## src/hdl/olg_pkg.sv

```systemverilog
// Shared types and constants for the object list gate / dedup packer.
// No dependencies; every other file in hdl/ except olg_ifs.sv imports this package.
package olg_pkg;

	localparam int MAX_OBJECTS_DEF = 16;

	// Fixed widths of the result fields
	localparam int SLOT_W  = 6;
	localparam int COUNT_W = 7;

	// Configuration port
	localparam int PADDR_W = 5;
	localparam int PDATA_W = 32;

	// Wanted sign codes and the fixed row values of a sign
	localparam logic [7:0]  SIGN_SIGNALS    = 8'd164;
	localparam logic [7:0]  SIGN_STOP_AHEAD = 8'd196;
	localparam logic [11:0] SIGN_LENGTH_CM  = 12'd100;
	localparam logic [7:0]  SIGN_CLASS      = 8'd1;

	// Register reset values
	localparam logic [14:0] MAX_RANGE_RST = 15'd13000;
	localparam logic [9:0]  DUP_LONG_RST  = 10'd150;
	localparam logic [9:0]  DUP_LAT_RST   = 10'd80;
	localparam logic [9:0]  MIN_LEN_RST   = 10'd50;
	localparam logic [7:0]  PED_CLASS_RST = 8'd5;

	typedef enum logic [1:0] {
		ACT_CLEAR = 2'd0,
		ACT_DYN   = 2'd1,
		ACT_STAT  = 2'd2,
		ACT_SIGN  = 2'd3
	} action_t;

	typedef enum logic [2:0] {
		STS_ACCEPT  = 3'd0,
		STS_INVALID = 3'd1,
		STS_DUP     = 3'd2,
		STS_FULL    = 3'd3,
		STS_IGNORED = 3'd4,
		STS_CLEARED = 3'd5
	} status_t;

	typedef enum logic [2:0] {
		REG_MAX_RANGE = 3'd0,
		REG_DUP_LONG  = 3'd1,
		REG_DUP_LAT   = 3'd2,
		REG_MIN_LEN   = 3'd3,
		REG_PED_CLASS = 3'd4
	} reg_idx_t;

	typedef enum logic [1:0] {
		BK_IDLE,
		BK_SCAN,
		BK_FIN
	} back_state_t;

	typedef struct packed {
		logic [14:0] max_range_cm;
		logic [9:0]  dup_long_window_cm;
		logic [9:0]  dup_lat_window_cm;
		logic [9:0]  min_length_cm;
		logic [7:0]  pedestrian_class;
	} cfg_t;

	// Classified item handed from the front end to the back end
	typedef struct packed {
		action_t            action;
		logic               rej;        // rejected before the duplicate walk
		status_t            rej_status;
		logic signed [15:0] long_dist;
		logic signed [13:0] lat_dist;
		logic signed [13:0] row_speed;
		logic [11:0]        row_length;
		logic [7:0]         row_class;
		logic signed [12:0] row_heading;
		logic               row_is_ped;
	} item_t;

endpackage

```

## src/hdl/olg_ifs.sv

```systemverilog
// Valid/ready channel interfaces for candidate items and packed rows.
// Depends on nothing; field widths follow the item and row layouts.
interface olg_in_if;
	logic               valid;
	logic               ready;
	logic [1:0]         action;
	logic [7:0]         obj_id;
	logic signed [15:0] long_dist;
	logic signed [13:0] lat_dist;
	logic signed [13:0] rel_speed;
	logic [11:0]        obj_length;
	logic [7:0]         obj_class;
	logic signed [12:0] heading_mrad;
	logic [7:0]         sign_code;

	modport source(output valid, action, obj_id, long_dist, lat_dist, rel_speed,
		obj_length, obj_class, heading_mrad, sign_code, input ready);
	modport sink(input valid, action, obj_id, long_dist, lat_dist, rel_speed,
		obj_length, obj_class, heading_mrad, sign_code, output ready);
endinterface

interface olg_out_if;
	logic               valid;
	logic               ready;
	logic [2:0]         status;
	logic [5:0]         slot;
	logic [14:0]        row_long;
	logic signed [13:0] row_lat;
	logic signed [13:0] row_speed;
	logic [11:0]        row_length;
	logic [7:0]         row_class;
	logic signed [12:0] row_heading;
	logic               row_is_ped;
	logic [6:0]         packed_count;

	modport source(output valid, status, slot, row_long, row_lat, row_speed,
		row_length, row_class, row_heading, row_is_ped, packed_count, input ready);
	modport sink(input valid, status, slot, row_long, row_lat, row_speed,
		row_length, row_class, row_heading, row_is_ped, packed_count, output ready);
endinterface

```

## src/hdl/object_list_gate_dedup_packer.sv

```systemverilog
// Object list gate and packer. Each candidate beat yields exactly one result
// beat. Frame-start and pre-rejected items skip the table walk; an object or
// sign that reaches the duplicate check walks every entry already packed in
// the position table through its single read port (one entry a cycle). A
// two-entry queue lets new candidates be taken while the back end walks, and
// a finished result waits in an output register without stopping the next
// walk. Configure over APB only when idle.
module object_list_gate_dedup_packer
	import olg_pkg::*;
#(
	parameter int MAX_OBJECTS = MAX_OBJECTS_DEF
) (
	input  logic               clk,
	input  logic               arst_n,
	input  logic               psel,
	input  logic               penable,
	input  logic               pwrite,
	input  logic [PADDR_W-1:0] paddr,
	input  logic [PDATA_W-1:0] pwdata,
	output logic [PDATA_W-1:0] prdata,
	output logic               pready,
	olg_in_if.sink             obj_in,
	olg_out_if.source          row_out
);

	cfg_t     cfg_q;
	reg_idx_t reg_idx;
	logic     q_full;
	logic     q_empty;
	logic     push;
	logic     pop;
	item_t    wr_item;
	item_t    rd_item;

	assign pready  = 1'b1;
	assign reg_idx = reg_idx_t'(paddr[4:2]);

	always_ff @(posedge clk or negedge arst_n) begin
		if (!arst_n) begin
			cfg_q.max_range_cm       <= MAX_RANGE_RST;
			cfg_q.dup_long_window_cm <= DUP_LONG_RST;
			cfg_q.dup_lat_window_cm  <= DUP_LAT_RST;
			cfg_q.min_length_cm      <= MIN_LEN_RST;
			cfg_q.pedestrian_class   <= PED_CLASS_RST;
		end else if (psel && penable && pwrite && pready) begin
			case (reg_idx)
				REG_MAX_RANGE: cfg_q.max_range_cm       <= pwdata[14:0];
				REG_DUP_LONG:  cfg_q.dup_long_window_cm <= pwdata[9:0];
				REG_DUP_LAT:   cfg_q.dup_lat_window_cm  <= pwdata[9:0];
				REG_MIN_LEN:   cfg_q.min_length_cm      <= pwdata[9:0];
				REG_PED_CLASS: cfg_q.pedestrian_class   <= pwdata[7:0];
				default: ;
			endcase
		end
	end

	always_comb begin
		case (reg_idx)
			REG_MAX_RANGE: prdata = {17'd0, cfg_q.max_range_cm};
			REG_DUP_LONG:  prdata = {22'd0, cfg_q.dup_long_window_cm};
			REG_DUP_LAT:   prdata = {22'd0, cfg_q.dup_lat_window_cm};
			REG_MIN_LEN:   prdata = {22'd0, cfg_q.min_length_cm};
			REG_PED_CLASS: prdata = {24'd0, cfg_q.pedestrian_class};
			default:       prdata = '0;
		endcase
	end

	olg_front u_front (
		.cfg    (cfg_q),
		.obj_in (obj_in),
		.q_full (q_full),
		.push   (push),
		.item   (wr_item)
	);

	olg_queue u_queue (
		.clk     (clk),
		.arst_n  (arst_n),
		.push    (push),
		.wr_item (wr_item),
		.full    (q_full),
		.pop     (pop),
		.empty   (q_empty),
		.rd_item (rd_item)
	);

	olg_back #(
		.MAX_OBJECTS (MAX_OBJECTS)
	) u_back (
		.clk     (clk),
		.arst_n  (arst_n),
		.cfg     (cfg_q),
		.q_empty (q_empty),
		.rd_item (rd_item),
		.pop     (pop),
		.row_out (row_out)
	);

endmodule

```

## src/hdl/olg_front.sv

```systemverilog
// Front end: takes candidate beats, applies the id / range / sign-code gates
// and builds the normalized row. Depends on olg_pkg and olg_in_if.
module olg_front
	import olg_pkg::*;
(
	input  cfg_t       cfg,
	olg_in_if.sink     obj_in,
	input  logic       q_full,
	output logic       push,
	output item_t      item
);

	action_t act;
	logic    range_bad;
	logic    id_bad;
	logic    sign_ok;

	assign obj_in.ready = !q_full;
	assign push         = obj_in.valid && obj_in.ready;

	always_comb begin
		act       = action_t'(obj_in.action);
		range_bad = obj_in.long_dist[15] || (obj_in.long_dist[14:0] > cfg.max_range_cm);
		id_bad    = (obj_in.obj_id == 8'd0);
		sign_ok   = (obj_in.sign_code == SIGN_SIGNALS) || (obj_in.sign_code == SIGN_STOP_AHEAD);

		item.action     = act;
		item.long_dist  = obj_in.long_dist;
		item.lat_dist   = obj_in.lat_dist;
		item.rej        = 1'b0;
		item.rej_status = STS_INVALID;

		item.row_speed   = (act == ACT_DYN) ? obj_in.rel_speed : 14'sd0;
		item.row_length  = (obj_in.obj_length < {2'b00, cfg.min_length_cm}) ?
			{2'b00, cfg.min_length_cm} : obj_in.obj_length;
		item.row_class   = obj_in.obj_class;
		item.row_heading = obj_in.heading_mrad;
		item.row_is_ped  = (obj_in.obj_class == cfg.pedestrian_class);

		case (act)
			ACT_CLEAR: begin
				item.rej = 1'b0;
			end
			ACT_DYN, ACT_STAT: begin
				item.rej = id_bad || range_bad;
			end
			ACT_SIGN: begin
				if (!sign_ok) begin
					item.rej        = 1'b1;
					item.rej_status = STS_IGNORED;
				end else begin
					item.rej = range_bad;
				end
				item.row_length  = SIGN_LENGTH_CM;
				item.row_class   = SIGN_CLASS;
				item.row_heading = 13'sd0;
				item.row_is_ped  = 1'b0;
			end
			default: begin
				item.rej = 1'b0;
			end
		endcase
	end

endmodule

```

## src/hdl/olg_queue.sv

```systemverilog
// Two-entry queue of classified items between front and back end.
// Depends on olg_pkg.
module olg_queue
	import olg_pkg::*;
(
	input  logic  clk,
	input  logic  arst_n,
	input  logic  push,
	input  item_t wr_item,
	output logic  full,
	input  logic  pop,
	output logic  empty,
	output item_t rd_item
);

	item_t      store_q [2];
	logic       wr_ptr_q;
	logic       rd_ptr_q;
	logic [1:0] cnt_q;

	assign full    = (cnt_q == 2'd2);
	assign empty   = (cnt_q == 2'd0);
	assign rd_item = store_q[rd_ptr_q];

	always_ff @(posedge clk or negedge arst_n) begin
		if (!arst_n) begin
			wr_ptr_q <= 1'b0;
			rd_ptr_q <= 1'b0;
			cnt_q    <= 2'd0;
		end else begin
			if (push) begin
				wr_ptr_q <= !wr_ptr_q;
			end
			if (pop) begin
				rd_ptr_q <= !rd_ptr_q;
			end
			case ({push, pop})
				2'b10:   cnt_q <= cnt_q + 2'd1;
				2'b01:   cnt_q <= cnt_q - 2'd1;
				default: cnt_q <= cnt_q;
			endcase
		end
	end

	always_ff @(posedge clk) begin
		if (push) begin
			store_q[wr_ptr_q] <= wr_item;
		end
	end

endmodule

```

## src/hdl/olg_back.sv

```systemverilog
// Back end: walks the packed position table for near-duplicates, applies the
// full check, writes the table and holds the result beat. Depends on olg_pkg
// and olg_out_if.
module olg_back
	import olg_pkg::*;
#(
	parameter int MAX_OBJECTS = MAX_OBJECTS_DEF
) (
	input  logic      clk,
	input  logic      arst_n,
	input  cfg_t      cfg,
	input  logic      q_empty,
	input  item_t     rd_item,
	output logic      pop,
	olg_out_if.source row_out
);

	localparam int CNT_W = $clog2(MAX_OBJECTS + 1);
	localparam int IDX_W = (MAX_OBJECTS > 1) ? $clog2(MAX_OBJECTS) : 1;

	back_state_t state_q, state_d;
	item_t       cur_q;
	logic [CNT_W-1:0] total_q;
	logic [CNT_W-1:0] scan_idx_q;
	logic        rd_vld_q;
	logic        dup_q;
	logic        out_valid_q;

	// table entry: long distance in [29:14], lateral in [13:0]
	logic [29:0] mem [MAX_OBJECTS];
	logic [29:0] rd_data_q;

	logic               issuing;
	logic               commit;
	logic               full;
	logic               near;
	logic signed [16:0] dl;
	logic signed [14:0] dt;
	logic [16:0]        dl_abs;
	logic [14:0]        dt_abs;
	status_t            status;
	logic [CNT_W-1:0]   total_d;

	always_comb begin
		issuing = (state_q == BK_SCAN) && (scan_idx_q < total_q);
		commit  = (state_q == BK_FIN) && (!out_valid_q || row_out.ready);
		pop     = (state_q == BK_IDLE) && !q_empty;
		full    = (total_q >= CNT_W'(MAX_OBJECTS));

		dl     = {rd_data_q[29], rd_data_q[29:14]} - {cur_q.long_dist[15], cur_q.long_dist};
		dt     = {rd_data_q[13], rd_data_q[13:0]} - {cur_q.lat_dist[13], cur_q.lat_dist};
		dl_abs = dl[16] ? 17'(-dl) : 17'(dl);
		dt_abs = dt[14] ? 15'(-dt) : 15'(dt);
		near   = (dl_abs < {7'd0, cfg.dup_long_window_cm}) &&
			(dt_abs < {5'd0, cfg.dup_lat_window_cm});

		// check order differs: a dynamic object tests full before anything else
		status = STS_ACCEPT;
		case (cur_q.action)
			ACT_CLEAR: status = STS_CLEARED;
			ACT_DYN: begin
				if (full) status = STS_FULL;
				else if (cur_q.rej) status = cur_q.rej_status;
				else if (dup_q) status = STS_DUP;
				else status = STS_ACCEPT;
			end
			default: begin
				if (cur_q.rej) status = cur_q.rej_status;
				else if (dup_q) status = STS_DUP;
				else if (full) status = STS_FULL;
				else status = STS_ACCEPT;
			end
		endcase

		if (cur_q.action == ACT_CLEAR) begin
			total_d = '0;
		end else if (status == STS_ACCEPT) begin
			total_d = total_q + CNT_W'(1);
		end else begin
			total_d = total_q;
		end

		state_d = state_q;
		case (state_q)
			BK_IDLE: begin
				if (pop) begin
					state_d = (rd_item.action != ACT_CLEAR && !rd_item.rej) ? BK_SCAN : BK_FIN;
				end
			end
			BK_SCAN: begin
				if (!issuing && !rd_vld_q) begin
					state_d = BK_FIN;
				end
			end
			BK_FIN: begin
				if (commit) begin
					state_d = BK_IDLE;
				end
			end
			default: state_d = BK_IDLE;
		endcase
	end

	always_ff @(posedge clk or negedge arst_n) begin
		if (!arst_n) begin
			state_q     <= BK_IDLE;
			total_q     <= '0;
			scan_idx_q  <= '0;
			rd_vld_q    <= 1'b0;
			dup_q       <= 1'b0;
			out_valid_q <= 1'b0;
		end else begin
			state_q  <= state_d;
			rd_vld_q <= issuing;
			if (pop) begin
				scan_idx_q <= '0;
				dup_q      <= 1'b0;
			end else begin
				if (issuing) begin
					scan_idx_q <= scan_idx_q + CNT_W'(1);
				end
				if (rd_vld_q && near) begin
					dup_q <= 1'b1;
				end
			end
			if (commit) begin
				total_q     <= total_d;
				out_valid_q <= 1'b1;
			end else if (row_out.ready) begin
				out_valid_q <= 1'b0;
			end
		end
	end

	always_ff @(posedge clk) begin
		if (pop) begin
			cur_q <= rd_item;
		end
		if (issuing) begin
			rd_data_q <= mem[scan_idx_q[IDX_W-1:0]];
		end
		if (commit && status == STS_ACCEPT) begin
			mem[total_q[IDX_W-1:0]] <= {cur_q.long_dist, cur_q.lat_dist};
		end
	end

	// result beat register
	logic [2:0]         status_q;
	logic [5:0]         slot_q;
	logic [14:0]        row_long_q;
	logic signed [13:0] row_lat_q;
	logic signed [13:0] row_speed_q;
	logic [11:0]        row_length_q;
	logic [7:0]         row_class_q;
	logic signed [12:0] row_heading_q;
	logic               row_is_ped_q;
	logic [6:0]         packed_count_q;

	always_ff @(posedge clk) begin
		if (commit) begin
			status_q       <= status;
			packed_count_q <= COUNT_W'(total_d);
			if (status == STS_ACCEPT) begin
				slot_q        <= SLOT_W'(total_q);
				row_long_q    <= cur_q.long_dist[14:0];
				row_lat_q     <= cur_q.lat_dist;
				row_speed_q   <= cur_q.row_speed;
				row_length_q  <= cur_q.row_length;
				row_class_q   <= cur_q.row_class;
				row_heading_q <= cur_q.row_heading;
				row_is_ped_q  <= cur_q.row_is_ped;
			end else begin
				slot_q        <= '0;
				row_long_q    <= '0;
				row_lat_q     <= '0;
				row_speed_q   <= '0;
				row_length_q  <= '0;
				row_class_q   <= '0;
				row_heading_q <= '0;
				row_is_ped_q  <= 1'b0;
			end
		end
	end

	assign row_out.valid        = out_valid_q;
	assign row_out.status       = status_q;
	assign row_out.slot         = slot_q;
	assign row_out.row_long     = row_long_q;
	assign row_out.row_lat      = row_lat_q;
	assign row_out.row_speed    = row_speed_q;
	assign row_out.row_length   = row_length_q;
	assign row_out.row_class    = row_class_q;
	assign row_out.row_heading  = row_heading_q;
	assign row_out.row_is_ped   = row_is_ped_q;
	assign row_out.packed_count = packed_count_q;

	a_total_bound: assert property (@(posedge clk) disable iff (!arst_n)
		total_q <= CNT_W'(MAX_OBJECTS))
		else $error("packed total beyond table depth");

	a_accept_slot: assert property (@(posedge clk) disable iff (!arst_n)
		out_valid_q && status_q == STS_ACCEPT |->
			packed_count_q == slot_q + 7'd1)
		else $error("accepted beat count does not follow slot");

	a_reject_zero: assert property (@(posedge clk) disable iff (!arst_n)
		out_valid_q && status_q != STS_ACCEPT |->
			slot_q == 6'd0 && row_length_q == 12'd0 && row_class_q == 8'd0)
		else $error("rejected beat carries row data");

	a_scan_kind: assert property (@(posedge clk) disable iff (!arst_n)
		state_q == BK_SCAN |-> cur_q.action != ACT_CLEAR && !cur_q.rej)
		else $error("table walk for an item that needs none");

	a_commit_once: assert property (@(posedge clk) disable iff (!arst_n)
		commit |=> state_q == BK_IDLE && out_valid_q)
		else $error("commit did not present a result");

endmodule
```

## src/flat_wrapper.sv

```systemverilog
// flat-port wrapper written by rule: the top's interface ports become plain ports
module object_list_gate_dedup_packer_flat import olg_pkg::*;
#(
	parameter int MAX_OBJECTS = MAX_OBJECTS_DEF
)
  (clk, arst_n, psel, penable, pwrite, paddr, pwdata, prdata, pready, obj_in_valid, obj_in_action, obj_in_obj_id, obj_in_long_dist, obj_in_lat_dist, obj_in_rel_speed, obj_in_obj_length, obj_in_obj_class, obj_in_heading_mrad, obj_in_sign_code, obj_in_ready, row_out_valid, row_out_status, row_out_slot, row_out_row_long, row_out_row_lat, row_out_row_speed, row_out_row_length, row_out_row_class, row_out_row_heading, row_out_row_is_ped, row_out_packed_count, row_out_ready);
  olg_in_if obj_in_i ();
  olg_out_if row_out_i ();
  input  logic clk;
  input  logic arst_n;
  input  logic psel;
  input  logic penable;
  input  logic pwrite;
  input  logic [PADDR_W-1:0] paddr;
  input  logic [PDATA_W-1:0] pwdata;
  output logic [PDATA_W-1:0] prdata;
  output logic pready;
  input wire logic [$bits(obj_in_i.valid)-1:0] obj_in_valid;
  input wire logic [$bits(obj_in_i.action)-1:0] obj_in_action;
  input wire logic [$bits(obj_in_i.obj_id)-1:0] obj_in_obj_id;
  input wire logic [$bits(obj_in_i.long_dist)-1:0] obj_in_long_dist;
  input wire logic [$bits(obj_in_i.lat_dist)-1:0] obj_in_lat_dist;
  input wire logic [$bits(obj_in_i.rel_speed)-1:0] obj_in_rel_speed;
  input wire logic [$bits(obj_in_i.obj_length)-1:0] obj_in_obj_length;
  input wire logic [$bits(obj_in_i.obj_class)-1:0] obj_in_obj_class;
  input wire logic [$bits(obj_in_i.heading_mrad)-1:0] obj_in_heading_mrad;
  input wire logic [$bits(obj_in_i.sign_code)-1:0] obj_in_sign_code;
  output wire logic [$bits(obj_in_i.ready)-1:0] obj_in_ready;
  output wire logic [$bits(row_out_i.valid)-1:0] row_out_valid;
  output wire logic [$bits(row_out_i.status)-1:0] row_out_status;
  output wire logic [$bits(row_out_i.slot)-1:0] row_out_slot;
  output wire logic [$bits(row_out_i.row_long)-1:0] row_out_row_long;
  output wire logic [$bits(row_out_i.row_lat)-1:0] row_out_row_lat;
  output wire logic [$bits(row_out_i.row_speed)-1:0] row_out_row_speed;
  output wire logic [$bits(row_out_i.row_length)-1:0] row_out_row_length;
  output wire logic [$bits(row_out_i.row_class)-1:0] row_out_row_class;
  output wire logic [$bits(row_out_i.row_heading)-1:0] row_out_row_heading;
  output wire logic [$bits(row_out_i.row_is_ped)-1:0] row_out_row_is_ped;
  output wire logic [$bits(row_out_i.packed_count)-1:0] row_out_packed_count;
  input wire logic [$bits(row_out_i.ready)-1:0] row_out_ready;
  assign obj_in_i.valid = obj_in_valid;
  assign obj_in_i.action = obj_in_action;
  assign obj_in_i.obj_id = obj_in_obj_id;
  assign obj_in_i.long_dist = obj_in_long_dist;
  assign obj_in_i.lat_dist = obj_in_lat_dist;
  assign obj_in_i.rel_speed = obj_in_rel_speed;
  assign obj_in_i.obj_length = obj_in_obj_length;
  assign obj_in_i.obj_class = obj_in_obj_class;
  assign obj_in_i.heading_mrad = obj_in_heading_mrad;
  assign obj_in_i.sign_code = obj_in_sign_code;
  assign obj_in_ready = obj_in_i.ready;
  assign row_out_valid = row_out_i.valid;
  assign row_out_status = row_out_i.status;
  assign row_out_slot = row_out_i.slot;
  assign row_out_row_long = row_out_i.row_long;
  assign row_out_row_lat = row_out_i.row_lat;
  assign row_out_row_speed = row_out_i.row_speed;
  assign row_out_row_length = row_out_i.row_length;
  assign row_out_row_class = row_out_i.row_class;
  assign row_out_row_heading = row_out_i.row_heading;
  assign row_out_row_is_ped = row_out_i.row_is_ped;
  assign row_out_packed_count = row_out_i.packed_count;
  assign row_out_i.ready = row_out_ready;
  object_list_gate_dedup_packer #(.MAX_OBJECTS(MAX_OBJECTS)) u_core (.clk(clk), .arst_n(arst_n), .psel(psel), .penable(penable), .pwrite(pwrite), .paddr(paddr), .pwdata(pwdata), .prdata(prdata), .pready(pready), .obj_in(obj_in_i), .row_out(row_out_i));
endmodule
```

## config.mk

```make
export PLATFORM = sky130hd
export DESIGN_NAME = object_list_gate_dedup_packer_flat
export DESIGN_NICKNAME = d
export VERILOG_FILES = /design/src/hdl/olg_pkg.sv /design/src/hdl/olg_ifs.sv /design/src/hdl/object_list_gate_dedup_packer.sv /design/src/hdl/olg_front.sv /design/src/hdl/olg_queue.sv /design/src/hdl/olg_back.sv /design/src/flat_wrapper.sv
export SDC_FILE = /design/constraint.sdc
export NUM_CORES = 1
export LEC_CHECK = 0
export ABC_AREA = 0
export BUFFER_PORTS_ARGS = -buffer_cell sky130_fd_sc_hd__buf_2
export CAP_MARGIN = 40
export CORE_MARGIN = 2
export CORE_UTILIZATION = 55
export CTS_CLUSTER_SIZE = 20
export DETAILED_ROUTE_END_ITERATION = 8
export HOLD_SLACK_MARGIN = 0.06
export PLACE_DENSITY = 0.78
export SYNTH_ARGS = -nofsm -noshare
export SYNTH_HDL_FRONTEND = slang
export SYNTH_HIERARCHICAL = 1
export SYNTH_SLANG_ARGS = --single-unit
export TNS_END_PERCENT = 1
```

## constraint.sdc

```tcl
create_clock -name clk -period 7.6 [get_ports clk]
set_input_delay 0.76 -clock clk [delete_from_list [all_inputs] [get_ports clk]]
set_output_delay 0.76 -clock clk [all_outputs]
set_load 0.02 [all_outputs]
```

==> impl_metrics.ini <==
[timing]
relSlewSlack_pct = 35.7
finalSetupViolCount = 0
max_freq_ghz = 0.189
max_slew.worst_pin.slew_ns = 0.965
fin_crit_ns = 5.28
drv_slew = 0
rsz0062_at_grt = false
whs_ns = 0.317
period_share_pct = 69.5
fin_setup_tns_ns = 0
final-hold-violation-count = 0
clock_skew_ns = 0.0296

[layout]
fin_nets = 2664
layout_common_cells = 852 x edfxtp_1, 225 x buf_2, 152 x mux4_2
area_growth_pct = 12.9
drive_gt1_share_pct = 28.6
multi_input_area_um2 = 10600
final_core_util_pct = 62.8
fin_area_um2 = 44000
final_common_cell = edfxtp_1
ff_latch_area_um2 = 27400
n_fill_cell = 4835

[yosys]
yosys.area_share.simple_pct = 5.50
yosysSeqAreaShare_pct = 70.2
synthAdderAreaFrac_pct = 2.89
ys_ff_latch = 924
yosysUniqueCellTypes = 87
synth_top_family_by_area = multiplexers
synth_edf_count = 852
yosysWarnings = 6
async_flop_share_pct = 7.79
synthMuxAreaShare_pct = 13.4
synth_cells = 2203
synth-compound-area-share_pct = 3.43
synth-xor-area-share_pct = 1.40
synth_area_um2 = 39000
avgSynthCellArea_um2 = 17.7
synth_flop_cell = edfxtp_1

[flow_run]
drv_cap = 0

[clock_network]
cts_resized = 0
postCtsSetupBuffers = 0
cts_root_buf = clkbuf_16
cts_buffers = 88
cts_hold_buf = 1
htreeDepth = 3
tritoncts = built
clock-sinks = 924
clk-insertion-delay-late_ns = 0.64
clk_pin_slew_ns = 0.07
clockBufferDepth = 3

[floorplan]
start_util_pct = 55.6
die_w_um = 270
fp.coreArea_um2 = 70100
die_height_um = 270
ioPinCount = 267
die_area_um2 = 73100
fp-row-count = 97

[worst_hold_path]
min_from = obj_in_lat_dist[2]
holdPathEnd = u_core/u_queue/store_q[0][50]$_DFFE_PP_
hold_depth = 1
hp-class = in -> reg

[route]
totalWireLength_um = 86600
vias = 20629
drt_iter0_drc = 2063
remaining_drc_errors = 0
wl_per_cell_um = 25.1
firstDrtPassIters = 6
ant_nets = 0
via_per_inst = 5.97

[setup_path]
path_cells = inv_1, ha_1, nand2_1, o21ai_0, o211ai_2, o21ai_1, a21oi_1, a21oi_1, buf_4, nor2_1, a21oi_1, ha_1, a21boi_0, o21a_1, o21a_1, o211ai_1, a21oi_1, o31ai_1, nand4_1, a2111oi_0, nand4_1, o41ai_2
critPathArrivalTime_ns = 5.78
cp_max_fo = 18
crit_buf_inv = 2
rr_worst_depth = 22
path_class = reg -> reg
cp_top_family = compound AO/OA/AOI/OAI gates
required_ns = 8.09
cp-end-kind = flop
crit_slowest_cell = edfxtp_1
worstReg2RegStart = u_core/u_back/cur_q[69]$_DFFE_PP_
r2r_slack_ns = 2.32
cpPeakStageDelay_ns = 0.71
crit_top_cell = a21oi_1
cp-start-kind = flop
r2r-end = u_core/u_back/dup_q$_DFFE_PN0P_

[power_and_ir_drop]
pwr-share-seq_pct = 46.9
p_comb_share_pct = 26.7
p_int_uw = 11400
leakagePower_uw = 0.0153
p_switching_uw = 5310
ir_drop_mv = 0.286
power.share.clock_pct = 26.4
p_sw_share_pct = 31.8
power.total_uw = 16700
power_density_nw_per_um2 = 379

[global_routing]
grt_pass1_vias = 21346
grt_max_degree = 87
grt_pass1_wl_um = 131000
grt_usage_pct = 23.8
antenna_found_initial = 3
gr-total-overflow = 0

[placed_design]
place_area_um2 = 41100
port-buffer-count = 226
dp_hpwl_um = 50900
place_congestion = 0.894

[status]
status = finished clean
stage by stage:
step	instances	setup WS (ns)
after global routing	3453	1.89
after CTS	3451	2.41
after global placement	3279	2.55
after floorplan	2221	2.54
final	3454	2.32
after detailed placement	3285	2.45
flip-flops by register name, indices dropped and copies added, names as in the netlist, 8 cells and up:
| register | flops |
|---|---|
| u_core/u_back/rd_data_q | 30 |
| u_core/u_back/mem | 480 |
| u_core/u_back/row_out.row_length | 12 |
| u_core/u_back/row_out.row_lat | 14 |
| u_core/u_back/cur_q | 84 |
| u_core/cfg_q | 53 |
| u_core/u_back/row_out.row_long | 15 |
| u_core/u_back/row_out.row_speed | 14 |
| u_core/u_queue/store_q | 168 |
| u_core/u_back/row_out.row_heading | 13 |
| u_core/u_back/row_out.row_class | 8 |
logic make-up after synthesis:
family,Yosys count
adders and majority gates,89
buffers and inverters,238
other,4
AOI/OAI and AO/OA,189
xor gates and xnor gates,61
muxes,312
DFF,924
and+or+nand+nor,386
worst register-to-register path, delay by kind of cell (launching register included):
family	cells	cell delay, ns
buf+inv	2	0.33
simple gates	4	0.56
flops	1	0.71
compound gates	14	2.80
fa+ha+maj	2	0.74
area by class of cell:
| cell class | instances | share of cell area (%) |
|---|---|---|
| Inverter | 97 | 0.827 |
| Antenna cell | 3 | 0.0170 |
| Multi-Input combinational cell | 1059 | 24.1 |
| Clock buffer | 108 | 5.24 |
| Tap cell | 940 | 2.67 |
| Sequential cell | 924 | 62.3 |
| Timing Repair Buffer | 266 | 3.47 |
| Clock inverter | 57 | 1.39 |
metal layers:
layer / global-route usage [%] / vias up / wire (um)
li1: - / 8921 / -
met2: 40.4 / 897 / 44000
met5: 0 / - / 16
met1: 31.4 / 10617 / 33500
met4: 7.98 / 2 / 2670
met3: 4.24 / 192 / 6440
cell usage after synthesis (all sizes together), types with 9 or more instances:
cell type / count / area share (%)
ha: 87 / 2.8
nor3: 15 / 0.23
dfstp: 17 / 1.1
buf: 82 / 1.6
clkbuf: 59 / 0.57
inv: 96 / 0.92
a21oi: 35 / 0.45
mux2: 145 / 4.3
o21ai: 47 / 0.63
edfxtp: 852 / 66
nand2: 51 / 0.49
nand4: 12 / 0.19
mux2i: 15 / 0.38
and2: 108 / 1.7
xnor2: 40 / 0.90
nand2b: 26 / 0.42
a32oi: 9 / 0.20
xor2: 20 / 0.45
nor2: 81 / 0.79
mux4: 152 / 8.8
nand3: 15 / 0.19
a22oi: 9 / 0.17
a211oi: 10 / 0.21
o21a: 13 / 0.25
dfrtp: 55 / 3.5
nor2b: 35 / 0.56
power groups by stage:
| stage | clock network, uW | registers [uW] | logic (uW) |
|---|---|---|---|
| 3_5_place_dp | 0 | 7920 | 4370 |
| 5_1_grt | 4680 | 7940 | 4860 |
| 3_3_place_gp | 0 | 7830 | 4220 |
| 4_1_cts | 4490 | 7830 | 4440 |
| 2_1_floorplan | 0 | 7900 | 2990 |
| 6_report | 4410 | 7820 | 4460 |
worst max-delay path by stage:
stage | start | endpoint | slack (ns) | cells past startpoint
detailed placement | u_core/u_back/cur_q[69]$_DFFE_PP_ | u_core/u_back/dup_q$_DFFE_PN0P_ | 2.45 | 22
global route | u_core/u_back/cur_q[69]$_DFFE_PP_ | u_core/u_back/dup_q$_DFFE_PN0P_ | 1.89 | 22
floorplan | obj_in_valid | u_core/u_queue/store_q[0][0]$_DFFE_PP_ | 2.54 | 3
CTS | u_core/u_back/cur_q[62]$_DFFE_PP_ | u_core/u_back/dup_q$_DFFE_PN0P_ | 2.41 | 22
global placement | u_core/u_back/cur_q[62]$_DFFE_PP_ | u_core/u_back/dup_q$_DFFE_PN0P_ | 2.55 | 22
finish | u_core/u_back/cur_q[69]$_DFFE_PP_ | u_core/u_back/dup_q$_DFFE_PN0P_ | 2.32 | 22
(Power assumes the default switching activity.)
